**config.mk**
```make
export PLATFORM = sky130hd
export DESIGN_NAME = byte_ring_fifo_with_search_top
export DESIGN_NICKNAME = d
export VERILOG_FILES = /design/src/hw/rtl/brfs_pkg.sv /design/src/hw/rtl/byte_ring_fifo_with_search_top.sv /design/src/hw/rtl/brfs_front.sv /design/src/hw/rtl/brfs_back.sv
export SDC_FILE = /design/constraint.sdc
export NUM_CORES = 1
export LEC_CHECK = 0
export ABC_AREA = 1
export BUFFER_PORTS_ARGS = -buffer_cell sky130_fd_sc_hd__buf_2
export CORE_AREA = 2 2 220 222
export CTS_CLUSTER_SIZE = 10
export DETAILED_ROUTE_END_ITERATION = 6
export DIE_AREA = 0 0 222 224
export PLACE_DENSITY = 0.82
export SYNTH_ARGS = -nofsm -noshare
export SYNTH_HDL_FRONTEND = slang
export SYNTH_SLANG_ARGS = --single-unit
export TNS_END_PERCENT = 20
```
**constraint.sdc**
```tcl
create_clock -name aclk -period 16.2 [get_ports aclk]
set_input_delay 3.24 -clock aclk [delete_from_list [all_inputs] [get_ports aclk]]
set_output_delay 3.24 -clock aclk [all_outputs]
set_load 0.005 [all_outputs]
```
**src/hw/rtl/brfs_pkg.sv**
```systemverilog
// Shared types and constants for the byte ring FIFO with search.
package brfs_pkg;

    // Ring geometry; pointers wrap at twice the ring depth.
    localparam int DEPTH  = 64;
    localparam int SLOT_W = $clog2(DEPTH);
    localparam int PTR_W  = 7;
    localparam int LEN_W  = 7;
    localparam int OFS_W  = 6;

    // Input kind codes as they arrive on the stream.
    localparam logic [2:0] KIND_WRITE   = 3'd0;
    localparam logic [2:0] KIND_READ    = 3'd1;
    localparam logic [2:0] KIND_PEEK    = 3'd2;
    localparam logic [2:0] KIND_DISCARD = 3'd3;
    localparam logic [2:0] KIND_FIND    = 3'd4;

    // Decoded operation handed from the front to the back.
    typedef enum logic [2:0] {
        OP_WRITE   = 3'd0,
        OP_READ    = 3'd1,
        OP_PEEK    = 3'd2,
        OP_DISCARD = 3'd3,
        OP_FIND    = 3'd4,
        OP_NONE    = 3'd5
    } op_t;

    // One queued command: the byte is the write byte or the search byte.
    typedef struct packed {
        op_t              op;
        logic [7:0]       data;
        logic [LEN_W-1:0] length;
    } cmd_t;

    // One result item.
    typedef struct packed {
        logic [7:0]       data_byte;
        logic             data_valid;
        logic             last;
        logic [LEN_W-1:0] count;
        logic             found;
        logic [OFS_W-1:0] offset;
        logic [PTR_W-1:0] fill_level;
        logic             is_empty;
        logic             is_full;
    } res_t;

endpackage

```
**src/hw/rtl/byte_ring_fifo_with_search_top.sv**
```systemverilog
// Top level of the byte ring FIFO with search.
//
//   Channel  Direction  tdata (lowest bit up)                         tuser       tlast
//   s_       in         write_byte, length, search_byte, pad to 24   kind        -
//   m_       out        data_byte, count, found, offset, fill_level,  data_valid  last
//                       is_empty, is_full, pad to 32
//
// An item is registered in the two-entry command queue before it reaches the sequencer.
// Write, discard and unused kinds are answered from the sequencer's idle state; a read or
// peek of n bytes passes one stored byte per cycle through the ring's read port while the
// result is not stalled. A find makes one compare per cycle on the read port.
// Reset is synchronous and active low and leaves the ring empty; stored bytes are not cleared.
// A stalled result holds the sequencer; the queue keeps accepting until it holds two items.
module byte_ring_fifo_with_search_top (
    input  logic        aclk,
    input  logic        aresetn,
    input  logic        s_tvalid,
    output logic        s_tready,
    input  logic [23:0] s_tdata,   // write_byte[7:0], length[14:8], search_byte[22:15]
    input  logic [2:0]  s_tuser,   // kind[2:0]
    output logic        m_tvalid,
    input  logic        m_tready,
    output logic [31:0] m_tdata,   // data_byte[7:0], count[14:8], found[15], offset[21:16],
                                   // fill_level[28:22], is_empty[29], is_full[30]
    output logic        m_tuser,   // data_valid
    output logic        m_tlast
);

    logic           cmd_valid;
    logic           cmd_pop;
    brfs_pkg::cmd_t cmd;
    brfs_pkg::res_t res;

    brfs_front u_front (
        .aclk      (aclk),
        .aresetn   (aresetn),
        .s_tvalid  (s_tvalid),
        .s_tready  (s_tready),
        .s_tdata   (s_tdata),
        .s_tuser   (s_tuser),
        .cmd_valid (cmd_valid),
        .cmd       (cmd),
        .cmd_pop   (cmd_pop)
    );

    brfs_back u_back (
        .aclk      (aclk),
        .aresetn   (aresetn),
        .cmd_valid (cmd_valid),
        .cmd       (cmd),
        .cmd_pop   (cmd_pop),
        .out_valid (m_tvalid),
        .out_res   (res),
        .out_ready (m_tready)
    );

    // Pack the result item onto the stream.
    assign m_tdata = {1'b0, res.is_full, res.is_empty, res.fill_level, res.offset,
                      res.found, res.count, res.data_byte};
    assign m_tuser = res.data_valid;
    assign m_tlast = res.last;

endmodule

```
**src/hw/rtl/brfs_front.sv**
```systemverilog
// Front end: accepts input items, decodes the kind and queues commands.
module brfs_front (
    input  logic                  aclk,
    input  logic                  aresetn,
    input  logic                  s_tvalid,
    output logic                  s_tready,
    input  logic [23:0]           s_tdata,
    input  logic [2:0]            s_tuser,
    output logic                  cmd_valid,
    output brfs_pkg::cmd_t        cmd,
    input  logic                  cmd_pop
);

    brfs_pkg::cmd_t q_reg [2];
    logic           wr_sel_reg, wr_sel_next;
    logic           rd_sel_reg, rd_sel_next;
    logic [1:0]     used_reg,   used_next;
    brfs_pkg::cmd_t dec;
    logic           push;

    // Decode the kind and keep only the byte that the operation needs.
    always_comb begin
        dec.length = s_tdata[14:8];
        dec.data   = s_tdata[7:0];
        unique case (s_tuser)
            brfs_pkg::KIND_WRITE:   dec.op = brfs_pkg::OP_WRITE;
            brfs_pkg::KIND_READ:    dec.op = brfs_pkg::OP_READ;
            brfs_pkg::KIND_PEEK:    dec.op = brfs_pkg::OP_PEEK;
            brfs_pkg::KIND_DISCARD: dec.op = brfs_pkg::OP_DISCARD;
            brfs_pkg::KIND_FIND: begin
                dec.op   = brfs_pkg::OP_FIND;
                dec.data = s_tdata[22:15];
            end
            default:                dec.op = brfs_pkg::OP_NONE;
        endcase
    end

    assign s_tready  = (used_reg != 2'd2);
    assign push      = s_tvalid && s_tready;
    assign cmd_valid = (used_reg != 2'd0);
    assign cmd       = q_reg[rd_sel_reg];

    // Two-entry command queue bookkeeping.
    always_comb begin
        wr_sel_next = wr_sel_reg ^ push;
        rd_sel_next = rd_sel_reg ^ cmd_pop;
        used_next   = used_reg + {1'b0, push} - {1'b0, cmd_pop};
    end

    always_ff @(posedge aclk) begin
        if (!aresetn) begin
            wr_sel_reg <= 1'b0;
            rd_sel_reg <= 1'b0;
            used_reg   <= 2'd0;
        end else begin
            wr_sel_reg <= wr_sel_next;
            rd_sel_reg <= rd_sel_next;
            used_reg   <= used_next;
        end
    end

    // Queue payload needs no reset.
    always_ff @(posedge aclk) begin
        if (push) begin
            q_reg[wr_sel_reg] <= dec;
        end
    end

endmodule

```
**src/hw/rtl/brfs_back.sv**
```systemverilog
// Back end: byte ring storage, pointers, command sequencer and result register.
module brfs_back (
    input  logic                  aclk,
    input  logic                  aresetn,
    input  logic                  cmd_valid,
    input  brfs_pkg::cmd_t        cmd,
    output logic                  cmd_pop,
    output logic                  out_valid,
    output brfs_pkg::res_t        out_res,
    input  logic                  out_ready
);

    localparam int PW = brfs_pkg::PTR_W;
    localparam int SW = brfs_pkg::SLOT_W;
    localparam int LW = brfs_pkg::LEN_W;
    localparam logic [PW-1:0] DEPTH_P = PW'(brfs_pkg::DEPTH);

    typedef enum logic [3:0] {
        ST_IDLE = 4'b0001,
        ST_READ = 4'b0010,
        ST_FIND = 4'b0100,
        ST_FOUT = 4'b1000
    } state_t;

    state_t         state_reg, state_next;
    logic [PW-1:0]  wp_reg, wp_next;
    logic [PW-1:0]  rp_reg, rp_next;
    logic [PW-1:0]  base_reg, base_next;
    logic [LW-1:0]  n_reg, n_next;
    logic [LW-1:0]  idx_reg, idx_next;
    logic [PW-1:0]  fill_after_reg, fill_after_next;
    logic [7:0]     sbyte_reg, sbyte_next;
    logic           found_reg, found_next;
    logic [brfs_pkg::OFS_W-1:0] pos_reg, pos_next;
    logic           out_valid_reg, out_valid_next;
    brfs_pkg::res_t out_reg, out_next;

    logic [7:0]     mem [brfs_pkg::DEPTH];
    logic [7:0]     rdata_reg;
    logic           mem_we, rd_en;
    logic [SW-1:0]  rd_addr;

    logic [PW-1:0]  fill, clamp, wfill;
    logic           full, out_free, last_byte;
    logic [LW-1:0]  idx_inc;
    logic [PW-1:0]  next_addr;

    // Build a result item; the flags follow from the fill level.
    function automatic brfs_pkg::res_t mk_res(
        input logic [7:0]    data_byte,
        input logic          data_valid,
        input logic          last,
        input logic [LW-1:0] count,
        input logic          found,
        input logic [brfs_pkg::OFS_W-1:0] offset,
        input logic [PW-1:0] fill_level
    );
        brfs_pkg::res_t r;
        r.data_byte  = data_byte;
        r.data_valid = data_valid;
        r.last       = last;
        r.count      = count;
        r.found      = found;
        r.offset     = offset;
        r.fill_level = fill_level;
        r.is_empty   = (fill_level == '0);
        r.is_full    = (fill_level == DEPTH_P);
        return r;
    endfunction

    // Ring status and helpers.
    assign fill      = wp_reg - rp_reg;
    assign full      = (fill == DEPTH_P);
    assign clamp     = (cmd.length > fill) ? fill : cmd.length;
    assign wfill     = fill + {{(PW-1){1'b0}}, !full};
    assign out_free  = !out_valid_reg || out_ready;
    assign idx_inc   = idx_reg + 1'b1;
    assign last_byte = (idx_inc == n_reg);
    assign next_addr = base_reg + idx_inc;

    assign out_valid = out_valid_reg;
    assign out_res   = out_reg;

    // Command sequencer.
    always_comb begin
        state_next      = state_reg;
        wp_next         = wp_reg;
        rp_next         = rp_reg;
        base_next       = base_reg;
        n_next          = n_reg;
        idx_next        = idx_reg;
        fill_after_next = fill_after_reg;
        sbyte_next      = sbyte_reg;
        found_next      = found_reg;
        pos_next        = pos_reg;
        out_valid_next  = out_valid_reg && !out_ready;
        out_next        = out_reg;
        cmd_pop         = 1'b0;
        mem_we          = 1'b0;
        rd_en           = 1'b0;
        rd_addr         = rp_reg[SW-1:0];

        unique case (state_reg)
            ST_IDLE: begin
                if (cmd_valid && out_free) begin
                    cmd_pop = 1'b1;
                    unique case (cmd.op) inside
                        brfs_pkg::OP_WRITE: begin
                            mem_we         = !full;
                            wp_next        = wp_reg + {{(PW-1){1'b0}}, !full};
                            out_valid_next = 1'b1;
                            out_next       = mk_res('0, 1'b0, 1'b1,
                                                    {{(LW-1){1'b0}}, !full},
                                                    1'b0, '0, wfill);
                        end
                        brfs_pkg::OP_READ, brfs_pkg::OP_PEEK: begin
                            if (clamp == '0) begin
                                out_valid_next = 1'b1;
                                out_next = mk_res('0, 1'b0, 1'b1, '0, 1'b0, '0, fill);
                            end else begin
                                base_next = rp_reg;
                                n_next    = clamp;
                                idx_next  = '0;
                                rd_en     = 1'b1;
                                if (cmd.op == brfs_pkg::OP_READ) begin
                                    rp_next         = rp_reg + clamp;
                                    fill_after_next = fill - clamp;
                                end else begin
                                    fill_after_next = fill;
                                end
                                state_next = ST_READ;
                            end
                        end
                        brfs_pkg::OP_DISCARD: begin
                            rp_next        = rp_reg + clamp;
                            out_valid_next = 1'b1;
                            out_next = mk_res('0, 1'b0, 1'b1, clamp, 1'b0, '0, fill - clamp);
                        end
                        brfs_pkg::OP_FIND: begin
                            if (fill == '0) begin
                                out_valid_next = 1'b1;
                                out_next = mk_res('0, 1'b0, 1'b1, '0, 1'b0, '0, fill);
                            end else begin
                                base_next       = rp_reg;
                                n_next          = fill;
                                idx_next        = '0;
                                sbyte_next      = cmd.data;
                                fill_after_next = fill;
                                rd_en           = 1'b1;
                                state_next      = ST_FIND;
                            end
                        end
                        default: begin
                            out_valid_next = 1'b1;
                            out_next = mk_res('0, 1'b0, 1'b1, '0, 1'b0, '0, fill);
                        end
                    endcase
                end
            end
            // One stored byte per cycle into the result register while the result is not stalled.
            ST_READ: begin
                if (out_free) begin
                    out_valid_next = 1'b1;
                    out_next = mk_res(rdata_reg, 1'b1, last_byte, n_reg, 1'b0, '0,
                                      fill_after_reg);
                    if (last_byte) begin
                        state_next = ST_IDLE;
                    end else begin
                        idx_next = idx_inc;
                        rd_en    = 1'b1;
                        rd_addr  = next_addr[SW-1:0];
                    end
                end
            end
            // Compare one stored byte per cycle, oldest first.
            ST_FIND: begin
                if (rdata_reg == sbyte_reg) begin
                    found_next = 1'b1;
                    pos_next   = idx_reg[brfs_pkg::OFS_W-1:0];
                    state_next = ST_FOUT;
                end else if (last_byte) begin
                    found_next = 1'b0;
                    pos_next   = '0;
                    state_next = ST_FOUT;
                end else begin
                    idx_next = idx_inc;
                    rd_en    = 1'b1;
                    rd_addr  = next_addr[SW-1:0];
                end
            end
            ST_FOUT: begin
                if (out_free) begin
                    out_valid_next = 1'b1;
                    out_next = mk_res('0, 1'b0, 1'b1, '0, found_reg, pos_reg,
                                      fill_after_reg);
                    state_next = ST_IDLE;
                end
            end
            default: state_next = ST_IDLE;
        endcase
    end

    // Control state.
    always_ff @(posedge aclk) begin
        if (!aresetn) begin
            state_reg     <= ST_IDLE;
            wp_reg        <= '0;
            rp_reg        <= '0;
            out_valid_reg <= 1'b0;
        end else begin
            state_reg     <= state_next;
            wp_reg        <= wp_next;
            rp_reg        <= rp_next;
            out_valid_reg <= out_valid_next;
        end
    end

    // Working registers and the result payload.
    always_ff @(posedge aclk) begin
        base_reg       <= base_next;
        n_reg          <= n_next;
        idx_reg        <= idx_next;
        fill_after_reg <= fill_after_next;
        sbyte_reg      <= sbyte_next;
        found_reg      <= found_next;
        pos_reg        <= pos_next;
        out_reg        <= out_next;
    end

    // Ring storage: one write port, one registered read port.
    always_ff @(posedge aclk) begin
        if (mem_we) begin
            mem[wp_reg[SW-1:0]] <= cmd.data;
        end
    end

    always_ff @(posedge aclk) begin
        if (rd_en) begin
            rdata_reg <= mem[rd_addr];
        end
    end

endmodule
```
; After elaboration in Yosys (flattened, before gate mapping)
; Memory sizes are Yosys's and may differ from the RTL's. A register that Yosys moved wholly into a read port is not among the register bits.
; Index checks and enable logic that the tools add are counted.
[classes]
n_bitwise = 3
magnitude_cmp = 1
muxes = 71
n_reduce_logical = 30
n_eq_ne = 33
n_addsub = 9
[ops]
columns = operator, n
row1 = 33-bit 2-to-1 mux, 5
row2 = 33-bit one-hot mux with 4 select lines, 1
row3 = 33-bit one-hot mux with 3 select lines, 1
row4 = 7-bit 2-to-1 mux, 13
row5 = 7-bit one-hot mux with 2 select lines, 4
row6 = 6-bit 2-to-1 mux, 7
row7 = 7-bit logical NOT, 5
row8 = 4-bit 2-to-1 mux, 8
row9 = "7-bit equality test, second input constant", 4
row10 = 6-bit one-hot mux with 2 select lines, 2
row11 = 1-bit 2-to-1 mux, 21
row12 = 7-bit one-hot mux with 3 select lines, 1
row13 = 4-bit one-hot mux with 4 select lines, 1
row14 = 3-bit one-hot mux with 5 select lines, 1
row15 = 7-bit by 1-bit adder with 7-bit output, 2
row16 = 7-bit subtractor, 2
row17 = "3-bit by 2-bit equality test with 1-bit output, second input constant", 4
row18 = "2-bit by 1-bit != test with 1-bit output, second input constant", 5
row19 = 5-bit AND reduction, 2
row20 = "3-bit by 2-bit != test with 1-bit output, second input constant", 3
row21 = 8-bit equality test, 1
row22 = 8-bit 2-to-1 mux, 1
row23 = "2-bit != test, second input constant", 4
row24 = 4-bit one-hot mux with 2 select lines, 1
row25 = other kinds (32), 48
[totals]
inputBits = 31
mem_count = 2
register_bits = 98
wordCells = 172
output_inout_bits = 36
ram_bits = 548
[mem_list]
columns = name, depth, word_bits, read_ports, rd_ports_with_merged_regs, write_ports, line_no
row1 = u_back.mem, 64, 8, 1, 1, 1, brfs_back.sv:38  ; logic [7:0] mem [brfs_pkg::DEPTH];
row2 = u_front.q_reg, 2, 18, 1, 1, 1, brfs_front.sv:14  ; brfs_pkg::cmd_t q_reg [2];

; Longest topological paths before layout
; Gate-level depths: netlist of the first run.
[logic_depth]
word_depth = 8
ltp_mapped = 31
mapped_depth_nobuf = 31

; Cells and area by module
; Synthesis of the first run repeated with hierarchy kept, for this count alone.
[hier_totals]
cells_unflattened = 2907
hier_area_um2 = 30860.8
[by_module_without_submodules]
columns = mod, cells_each, n_inst, seq_area_each_um2, area_per_inst_um2
row1 = brfs_back, 2787, 1, 18247.5, 29129.2
row2 = brfs_front, 118, 1, 1181.1, 1720.4
row3 = byte_ring_fifo_with_search_top, 2, 1, 0.0, 11.3

; Worst setup path after synthesis of the first run
; No wires, ideal clock.
[synth_path]
path_kind = input to register
startpoint = input m_tready
endpoint = register u_back.out_reg, in the netlist u_back.out_res[0], enable pin
slack_ns = 10.299
n_path_buf = 0
path_stages = 8
setup_time_ns = 0.434
t_arrival_ns = 5.467
required_time_ns = 15.766
path_cell_list = nor2_1 a21oi_1 a21oi_1 inv_1 nand2_1 a21oi_1 o21ai_0 a21oi_1
[synth_via]
elab_chain_cells = 4
elab_cells_between_ends = 6
cone_classes = eq/ne: 3 / reduce/logical: 3
[synth_lines]
columns = item, line_no
row1 = from (decl), byte_ring_fifo_with_search_top.sv:22  ; input logic m_tready,
row2 = 1-bit logical OR *, brfs_back.sv:76  ; assign out_free = !out_valid_reg || out_ready;
row3 = 1-bit logical AND, brfs_back.sv:105  ; if (cmd_valid && out_free) begin
row4 = 2-bit by 1-bit != test with 1-bit output (no source line), n/a
row5 = 6-bit AND reduction (no source line) *, n/a
row6 = to (signal assigned), brfs_back.sv:227  ; out_reg <= out_next;
row7 = to (decl), brfs_back.sv:36  ; brfs_pkg::res_t out_reg, out_next;
; Mark *: on every way between the ends. The rest lies on a longest branch, timed or not.
; A chain may end at the register's enable or synchronous reset.

; Worst setup path in the final report of the first run
[layout_path]
startpoint = input m_tready
endpoint = register u_back.rdata_reg[7] (read register of u_back.mem), data pin
[layout_via]
elab_chain_cells = 4
elab_cells_between_ends = 7
cone_classes = mux: 5 / reduce/logical: 2
[layout_lines]
columns = item, line_no
row1 = 1-bit logical OR *, brfs_back.sv:76
row2 = 1-bit logical AND, brfs_back.sv:105
row3 = 1-bit 2-to-1 mux, brfs_back.sv:105
row4 = 1-bit one-hot mux with 3 select lines, brfs_back.sv:103  ; unique case (state_reg)
row5 = to (decl), brfs_back.sv:39  ; logic [7:0] rdata_reg;
; Marked as above.

==> results of run 1 <==
## area by class of cell
cell class | instances | area, sq um | share of cell area (%)
timing repair buffer | 82 | 455.4 | 1.372
multi-input combinational | 1684 | 8856 | 26.68
clock buffer | 104 | 2038 | 6.139
sequential | 655 | 19430 | 58.52
tap | 615 | 769.5 | 2.318
inverter | 425 | 1597 | 4.809
clock inverter | 5 | 55.05 | 0.1658
## synthesized netlist by cell type, types with 5 or more instances
| cell type | instances | share of area [%] |
|---|---|---|
| buf_4 | 23 | 0.57 |
| nor2_1 | 155 | 1.9 |
| nor2_2 | 6 | 0.12 |
| xnor2_1 | 5 | 0.14 |
| a21oi_1 | 41 | 0.67 |
| dfxtp_1 | 24 | 1.6 |
| o211ai_1 | 10 | 0.25 |
| inv_1 | 408 | 5.0 |
| nand3_1 | 516 | 8.5 |
| nand3b_1 | 180 | 4.4 |
| buf_2 | 82 | 1.3 |
| o21ai_0 | 49 | 0.80 |
| xor2_1 | 16 | 0.46 |
| mux2_2 | 16 | 0.59 |
| nand3_2 | 5 | 0.16 |
| o22ai_1 | 6 | 0.12 |
| o21ai_1 | 8 | 0.13 |
| nand4_1 | 18 | 0.37 |
| edfxtp_1 | 631 | 62 |
| nand2_2 | 9 | 0.18 |
| inv_2 | 13 | 0.16 |
| or2_2 | 5 | 0.10 |
| clkbuf_1 | 27 | 0.33 |
| ha_1 | 37 | 1.5 |
| nand2_1 | 550 | 6.8 |
## logic make-up after synthesis
family          after synthesis  share of synthesized area, %
flops                       655                         63.58
buf+inv                     563                         7.611
xor+xnor                     24                        0.7615
other cells                   1                       0.01227
fa+ha+maj                    41                         1.777
simple gates               1463                         22.99
compound gates              136                         2.580
mux                          19                        0.6878
## worst min path at each step
stage	depth (start not counted)	startpoint	end	slack (ns)
2_1_floorplan	1	u_front.rd_sel_reg	flip-flop	0.43
3_3_place_gp	1	u_front.rd_sel_reg	u_front.rd_sel_reg	0.43
3_5_place_dp	0	u_back.rp_reg[5]	u_back.base_reg[5]	0.45
4_1_cts	0	u_back.rp_reg[5]	u_back.base_reg[5]	0.46
5_1_grt	0	u_back.rp_reg[5]	u_back.base_reg[5]	0.50
6_report	0	u_back.rp_reg[5]	u_back.base_reg[5]	0.47
## placed cells by master (no fill, tap or decap), drive strengths merged, types with 6 or more instances in the layout
master and count:
edfxtp 631, nand2 563, nand3 521, inv 425
nand3b 180, nor2 163, clkbuf 104, buf 82
o21ai 59, a21oi 41, ha 37, dfxtp 24
nand4 18, xor2 18, mux2 16, o211ai 10
or2 7, o22ai 6, xnor2 6, nor3 6
## report_power, final
part	switching [mW]	internal, mW	leakage [nW]	total, mW
Clock	0.624	0.867	1.01	1.49
Combinational	1.62	0.650	6.13	2.27
Sequential	0.0575	2.18	5.90	2.24
Total	2.30	3.70	13.0	6.00
## critical path: cells and delay by family
| family | cells | cell delay [ns] |
|---|---|---|
| simple gates | 11 | 2.94 |
| buf+inv | 2 | 1.10 |
| compound gates | 1 | 0.15 |
## per-layer routing
metal  vias to the layer above  wire length, microns
li1                       9890                     -
met1                     10190                 27920
met2                      1126                 33990
met3                       209                  7479
met4                         0                  2901
met5                         -                     0
==> out/metrics.yaml, run 1 <==
worst_setup_path:
  endpoint: "u_back.rdata_reg[7]"
  r2r_cells: 27
  startpoint: "m_tready"
  critPathMaxStageDelay_ns: 1.01
  critPathLaunchType: "primary input"
  rr_endpoint: "u_back.out_res[0]"
  timing_worst_setup_path_type: "primary input to flip-flop"
  worst_path_max_delay_cell: "buf_4"
  critPathMaxFanout: 154
  critPathMostFrequentCell: "nand3_1"
  cp.required_ns: 16.53
  path_cells: "buf_2, nor2_1, o21ai_4, nand2_4, nand2_8, nand2_8, buf_4, nand2_1, nand3_1, nand3_1, nand3_1, nand3_1, nand3_1, nand2_1"
  rrSetupSlack_ns: 10.17
  cp.arrival_ns: 7.61
  reg2reg_from: "u_back.rp_reg[0]"
  critPathCaptureType: "flip-flop"
timing:
  worst_pin_slew_ns: 1.251
  setup_viol: 0
  clock.fmax_mhz: 137.4
  setup_slack_ns: 8.923
  timing.setup.tns_ns: 0
  whs_ns: 0.4655
  maxSlewViolCount: 0
  relSlewSlack_pct: 16.52
  hold_violations: 0
  min_period_ns: 7.277
  final.period_utilization_pct: 44.92
  finalClockSkew_ns: 0.02126
  rsz0062_at_grt: "no"
power:
  power.density_nw_per_um2: 180.8
  ir_drop_mv: 0.1496
  leakagePower_nw: 13.04
  p_total_mw: 6.001
cells_and_area:
  area_growth_pct: 8.639
  largest_reg_flops: 512
  final_util_pct: 70.12
  nets: 2995
  final_cells: 3570
  antenna_cells: 0
  stdcell_area_sq_um: 33200
  drive_gt1_share_pct: 7.953
  nFillCells: 3248
drt:
  drc: 0
  wl_per_cell_microns: 20.25
  vias: 21410
  wirelength_microns: 72290
  dr.first_iter.drc_count: 2874
  first_pass_iters: 6
  ant_nets: 0
  via_per_inst: 5.997
synth:
  ys_async_sr_fraction_pct: 0
  synth_cell_types: 58
  ys_seq_area_share_pct: 63.58
  synth-edff-count: 631
  netlist_area_sq_um: 30560
  syn-num-nets: 2974
  netlist_instances: 2902
  avgSynthCellArea_sq_um: 10.53
  ys.flop_type: "edfxtp_1"
  ys_warn_count: 0
  ys_ff_latch: 655
clocking:
  cts-resized-gates: 0
  cts_sinks: 655
  cts_hold_buf: 0
  clkTransAtPathRegs_ns: 0.05
  cts_buffer_depth: 3
  cts_tree: "yes"
  htreeDepth: 3
  clock-root-buffer: "clkbuf_16"
  clkLatencyLatePin_ns: 0.62
  cts_buffers: 75
  post_cts_buffers: 0
global_route:
  grt_pass1_wl_microns: 112200
  grt_max_degree: 155
  grt_util_met1_pct: 38.65
  antenna_found_initial: 0
  grt_use_total_pct: 29.40
  overflow: 0
  grt_pass1_vias: 20710
  met2_usage_pct: 47.37
  top_usage_layer: "met2"
  grt_use_met3_pct: 6.611
placement:
  dp.cells: 3461
  portBuffers: 64
  place_ws_ns: 8.483
  place_area_sq_um: 31110
  hpwl_microns: 42530
  place_congestion: 0.9601
floorplanning:
  num_io_pins: 67
  die_x_microns: 222
  die_y_microns: 224
  rows: 80
  core_area_sq_um: 47350
  die_area_sq_um: 49730
  initial_utilization_pct: 64.55
run:
  cap_viol_max_count: 0
min_path:
  hold_path.class: "flip-flop to flip-flop"
outcome:
  status: "finished, final reports clean"
Note: power is estimated with default switching activity, not from simulation.
==> inputs of run 2 (changes only) <==
ABC_AREA = 0   (was 1)
CORE_AREA = 2 2 216 218   (was 2 2 220 222)
DIE_AREA = 0 0 218 220   (was 0 0 222 224)
PLACE_DENSITY = 0.78   (was 0.82)
clock period = 7.6 ns   (was 16.2 ns; I/O delays follow)
==> run 2 against run 1 <==
- clock skew shrank 0.0030 ns
- routed wire length shrank 11%
- sequential cell count is the same
- global-route usage shrank 2.0 points
- final area shrank 6.7%
- combinational power grew 84%
- via count shrank 17%
- first-iteration DRC count shrank 22%
- power grew 100%
- register-to-register slack lost 9.1 ns
- largest cell class unchanged
- clock power grew 110%
- critical endpoint is now u_back.out_res[0]
- count of clock-buffer cells in the layout shrank 15
==> out/metrics.yaml, run 2 <==
power:
  ir_drop_mv: 0.5580  # +270%
  leakagePower_nw: 11.08  # -15%
  power.density_nw_per_um2: 392.1  # +120%
  p_total_mw: 12.14  # +100%
drt:
  vias: 17670  # -17%
  via_per_inst: 6.234  # +3.9%
  drc: 0  # unchanged
  dr.first_iter.drc_count: 2233  # -22%
  wirelength_microns: 64690  # -11%
  wl_per_cell_microns: 22.82  # +13%
  first_pass_iters: 5  # -1
  dr_wl_met3_microns: 5565  # -26%
  wl_met1_microns: 25960  # -7.0%
  ant_nets: 0  # unchanged
  top_layer: "met5"
  wl_met2_microns: 30870  # -9.2%
synth:
  netlist_instances: 2142  # -26%
  synth_cell_types: 78  # +34%
  synth_top_area_share_pct: 67.67  # +5.7 points
  synth_commonest_cells: "631 x edfxtp_1, 417 x nand2_1, 128 x nor2_1"
  netlist_area_sq_um: 28000  # -8.4%
  synth-edff-count: 631  # unchanged
  synth.most_common_cell: "edfxtp_1"
  synth_top_area_cell: "edfxtp_1"
  synthTopCellsByArea: "edfxtp_1 68%, nand2_1 5.6%, mux2i_1 3.8%"
  ys_ff_latch: 655  # unchanged
  ys_async_sr_fraction_pct: 0  # unchanged
  avgSynthCellArea_sq_um: 13.07  # +24%
  ys_warn_count: 0  # unchanged
  ys_seq_area_share_pct: 69.39  # +5.8 points
  ys.flop_type: "edfxtp_1"
  syn-num-nets: 2214  # -26%
floorplanning:
  die_area_sq_um: 47960  # -3.6%
  die_y_microns: 220  # -1.8%
  initial_utilization_pct: 61.05  # -3.5 points
  die_x_microns: 218  # -1.8%
  rows: 79  # -1.3%
  num_io_pins: 67  # unchanged
  core_area_sq_um: 45860  # -3.1%
worst_setup_path:
  critPathMaxStageDelay_ns: 0.53  # -0.48 ns
  cp.required_ns: 8.04  # -8.49 ns
  rrSetupSlack_ns: 1.03  # -9.14 ns
  critPathLaunchType: "flip-flop"
  worst_path_max_delay_cell: "a221oi_1"
  cp.arrival_ns: 7.01  # -0.60 ns
  crit_buf_inv: 4  # +2
  cp_top_family: "compound AO/OA/AOI/OAI gates"
  critPathMostFrequentCell: "ha_1"
  timing_worst_setup_path_type: "flip-flop to flip-flop"
  critPathMaxFanout: 11  # -93%
  critPathCaptureType: "flip-flop"
  path_cells: "inv_1, ha_1, nor2b_1, o21a_1, o21a_1, nor2_1, clkinv_1, ha_1, a221oi_1, nor4_1, nor3_1, buf_4, mux2i_1, ha_1, inv_1, fa_1, a21o_1, a21oi_1, xnor2_1, nand2_1, nor3_1, a21oi_1, a211o_1, a31oi_1"
cells_and_area:
  area_growth_pct: 10.57
  multiInputGateArea_sq_um: 8023  # -9.4%
  stdcell_area_sq_um: 30960  # -6.7%
  layout_common_cells: "631 x edfxtp_1, 417 x nand2_1, 128 x nor2_1, 103 x nand3_1, 102 x mux2i_1"
  largest_reg_flops: 512  # unchanged
  nets: 2282  # -24%
  seqCellArea_sq_um: 19430  # unchanged
  final_common_cell: "edfxtp_1"
  nFillCells: 3130  # -3.6%
  drive_gt1_share_pct: 10.02  # +2.1 points
timing:
  setup_viol: 0  # unchanged
  hold_violations: 0  # unchanged
  timing.setup.tns_ns: 0  # unchanged
  maxSlewViolCount: 0  # unchanged
  min_period_ns: 6.572
  rsz0062_at_grt: "no"
  clock.fmax_mhz: 152.2
  finalClockSkew_ns: 0.01823  # -0.003022 ns
  final.period_utilization_pct: 86.47
  worst_pin_slew_ns: 1.160  # -0.09107 ns
  relSlewSlack_pct: 22.68  # +6.2 points
run:
  cap_viol_max_count: 0  # unchanged
clocking:
  cts_buffers: 75  # unchanged
  cts-resized-gates: 0  # unchanged
  htreeDepth: 3  # unchanged
  cts_sinks: 655  # unchanged
  cts_hold_buf: 0  # unchanged
  post_cts_buffers: 0  # unchanged
  cts_buffer_depth: 3  # unchanged
  clock-root-buffer: "clkbuf_16"
  clkTransAtPathRegs_ns: 0.06  # about the same
  cts_tree: "yes"
  clkLatencyLatePin_ns: 0.61  # about the same
placement:
  hpwl_microns: 39300  # -7.6%
  portBuffers: 64  # unchanged
  place_congestion: 0.8846  # -7.9%
  place_area_sq_um: 28940  # -7.0%
min_path:
  hold_path.class: "flip-flop to flip-flop"
global_route:
  grt_use_total_pct: 27.44  # -2.0 points
  antenna_found_initial: 1  # +1
  grt_pass1_vias: 17630  # -15%
  overflow: 0  # unchanged
  grt_max_degree: 132  # -15%
  grt_pass1_wl_microns: 99250  # -12%
outcome:
  status: "finished, final reports clean"
==> run 2: cell types whose count changed after synthesis, moves of 48 or more <==
| cell | before | now |
|---|---|---|
| mux2i_1 | 3 | 106 |
| nand2_1 | 550 | 417 |
| a21oi_1 | 41 | 93 |
| nand3_1 | 516 | 103 |
| inv_1 | 408 | 38 |
| nand3b_1 | 180 | 2 |
| buf_2 | 82 | 34 |
==> run 2: cells by family (layout without fill, tap and decap cells) <==
kind of cell    after synthesis  after routing  synth area share (%)
other cells                   1              2               0.01339
simple gates                811            811                 12.99
xor+xnor                     57             57                 1.980
buf+inv                     144            228                 2.176
compound gates              300            300                 6.609
fa+ha+maj                    41             41                 1.939
flops                       655            655                 69.39
mux                         133            133                 4.902
==> run 2: worst reg2reg max path: stages (launching register included) <==
cell	delay, ns
dfxtp_1	0.45
inv_1	0.16
ha_1	0.31
nor2b_1	0.13
o21a_1	0.19
o21a_1	0.20
nor2_1	0.38
clkinv_1	0.36
ha_1	0.38
a221oi_1	0.53
nor4_1	0.11
nor3_1	0.23
buf_4	0.21
mux2i_1	0.41
ha_1	0.21
inv_1	0.06
fa_1	0.46
a21o_1	0.17
a21oi_1	0.25
xnor2_1	0.23
nand2_1	0.08
nor3_1	0.29
a21oi_1	0.09
a211o_1	0.32
a31oi_1	0.19
==> run 2: through the flow <==
step | hold slack [ns] | utilization [%] | cells | setup WS (ns)
after floorplan | 0.4682 | - | 2142 | 1.795
after global placement | 0.4816 | 63.09 | 2740 | 1.328
after detailed placement | 0.4905 | 63.09 | 2740 | 1.226
after CTS | 0.4992 | 67.50 | 2833 | 1.180
after global routing | 0.5275 | 67.50 | 2833 | 0.5768
final | 0.5059 | 67.50 | 2834 | 1.028
==> run 2: path summary, 6_finish.rpt <==
| kind | from | endpoint | depth (start not counted) |
|---|---|---|---|
| setup reg to reg | u_back.rp_reg[1] | u_back.out_res[0] | 24 |
| hold / removal | u_back.rp_reg[6] | u_back.rp_reg[6] | 2 |
| setup / recovery | u_back.rp_reg[1] | u_back.out_res[0] | 24 |
| hold reg to reg | u_back.rp_reg[6] | u_back.rp_reg[6] | 2 |
==> run 2: layout make-up <==
class | instances | share of cell area (%)
multi-input cells | 1343 | 25.91
clock inverters | 4 | 0.2304
flip-flops and latches | 655 | 62.75
diodes | 1 | 0.008083
well taps | 607 | 2.453
inverters | 41 | 0.4971
repair buffers | 94 | 1.843
clock buffers | 89 | 6.301
==> run 2: routing by layer <==
layer	vias to the layer above	GRT usage, %
li1	8036	-
met1	8632	36.73
met2	836	44.34
met3	160	4.900
met4	2	12.29
met5	-	0
==> run 2: power breakdown <==
group,switching [mW],total (mW),internal [mW]
Sequential,0.142,4.86,4.71
Clock,1.31,3.10,1.79
Combinational,2.75,4.18,1.43
Total,4.20,12.1,7.94
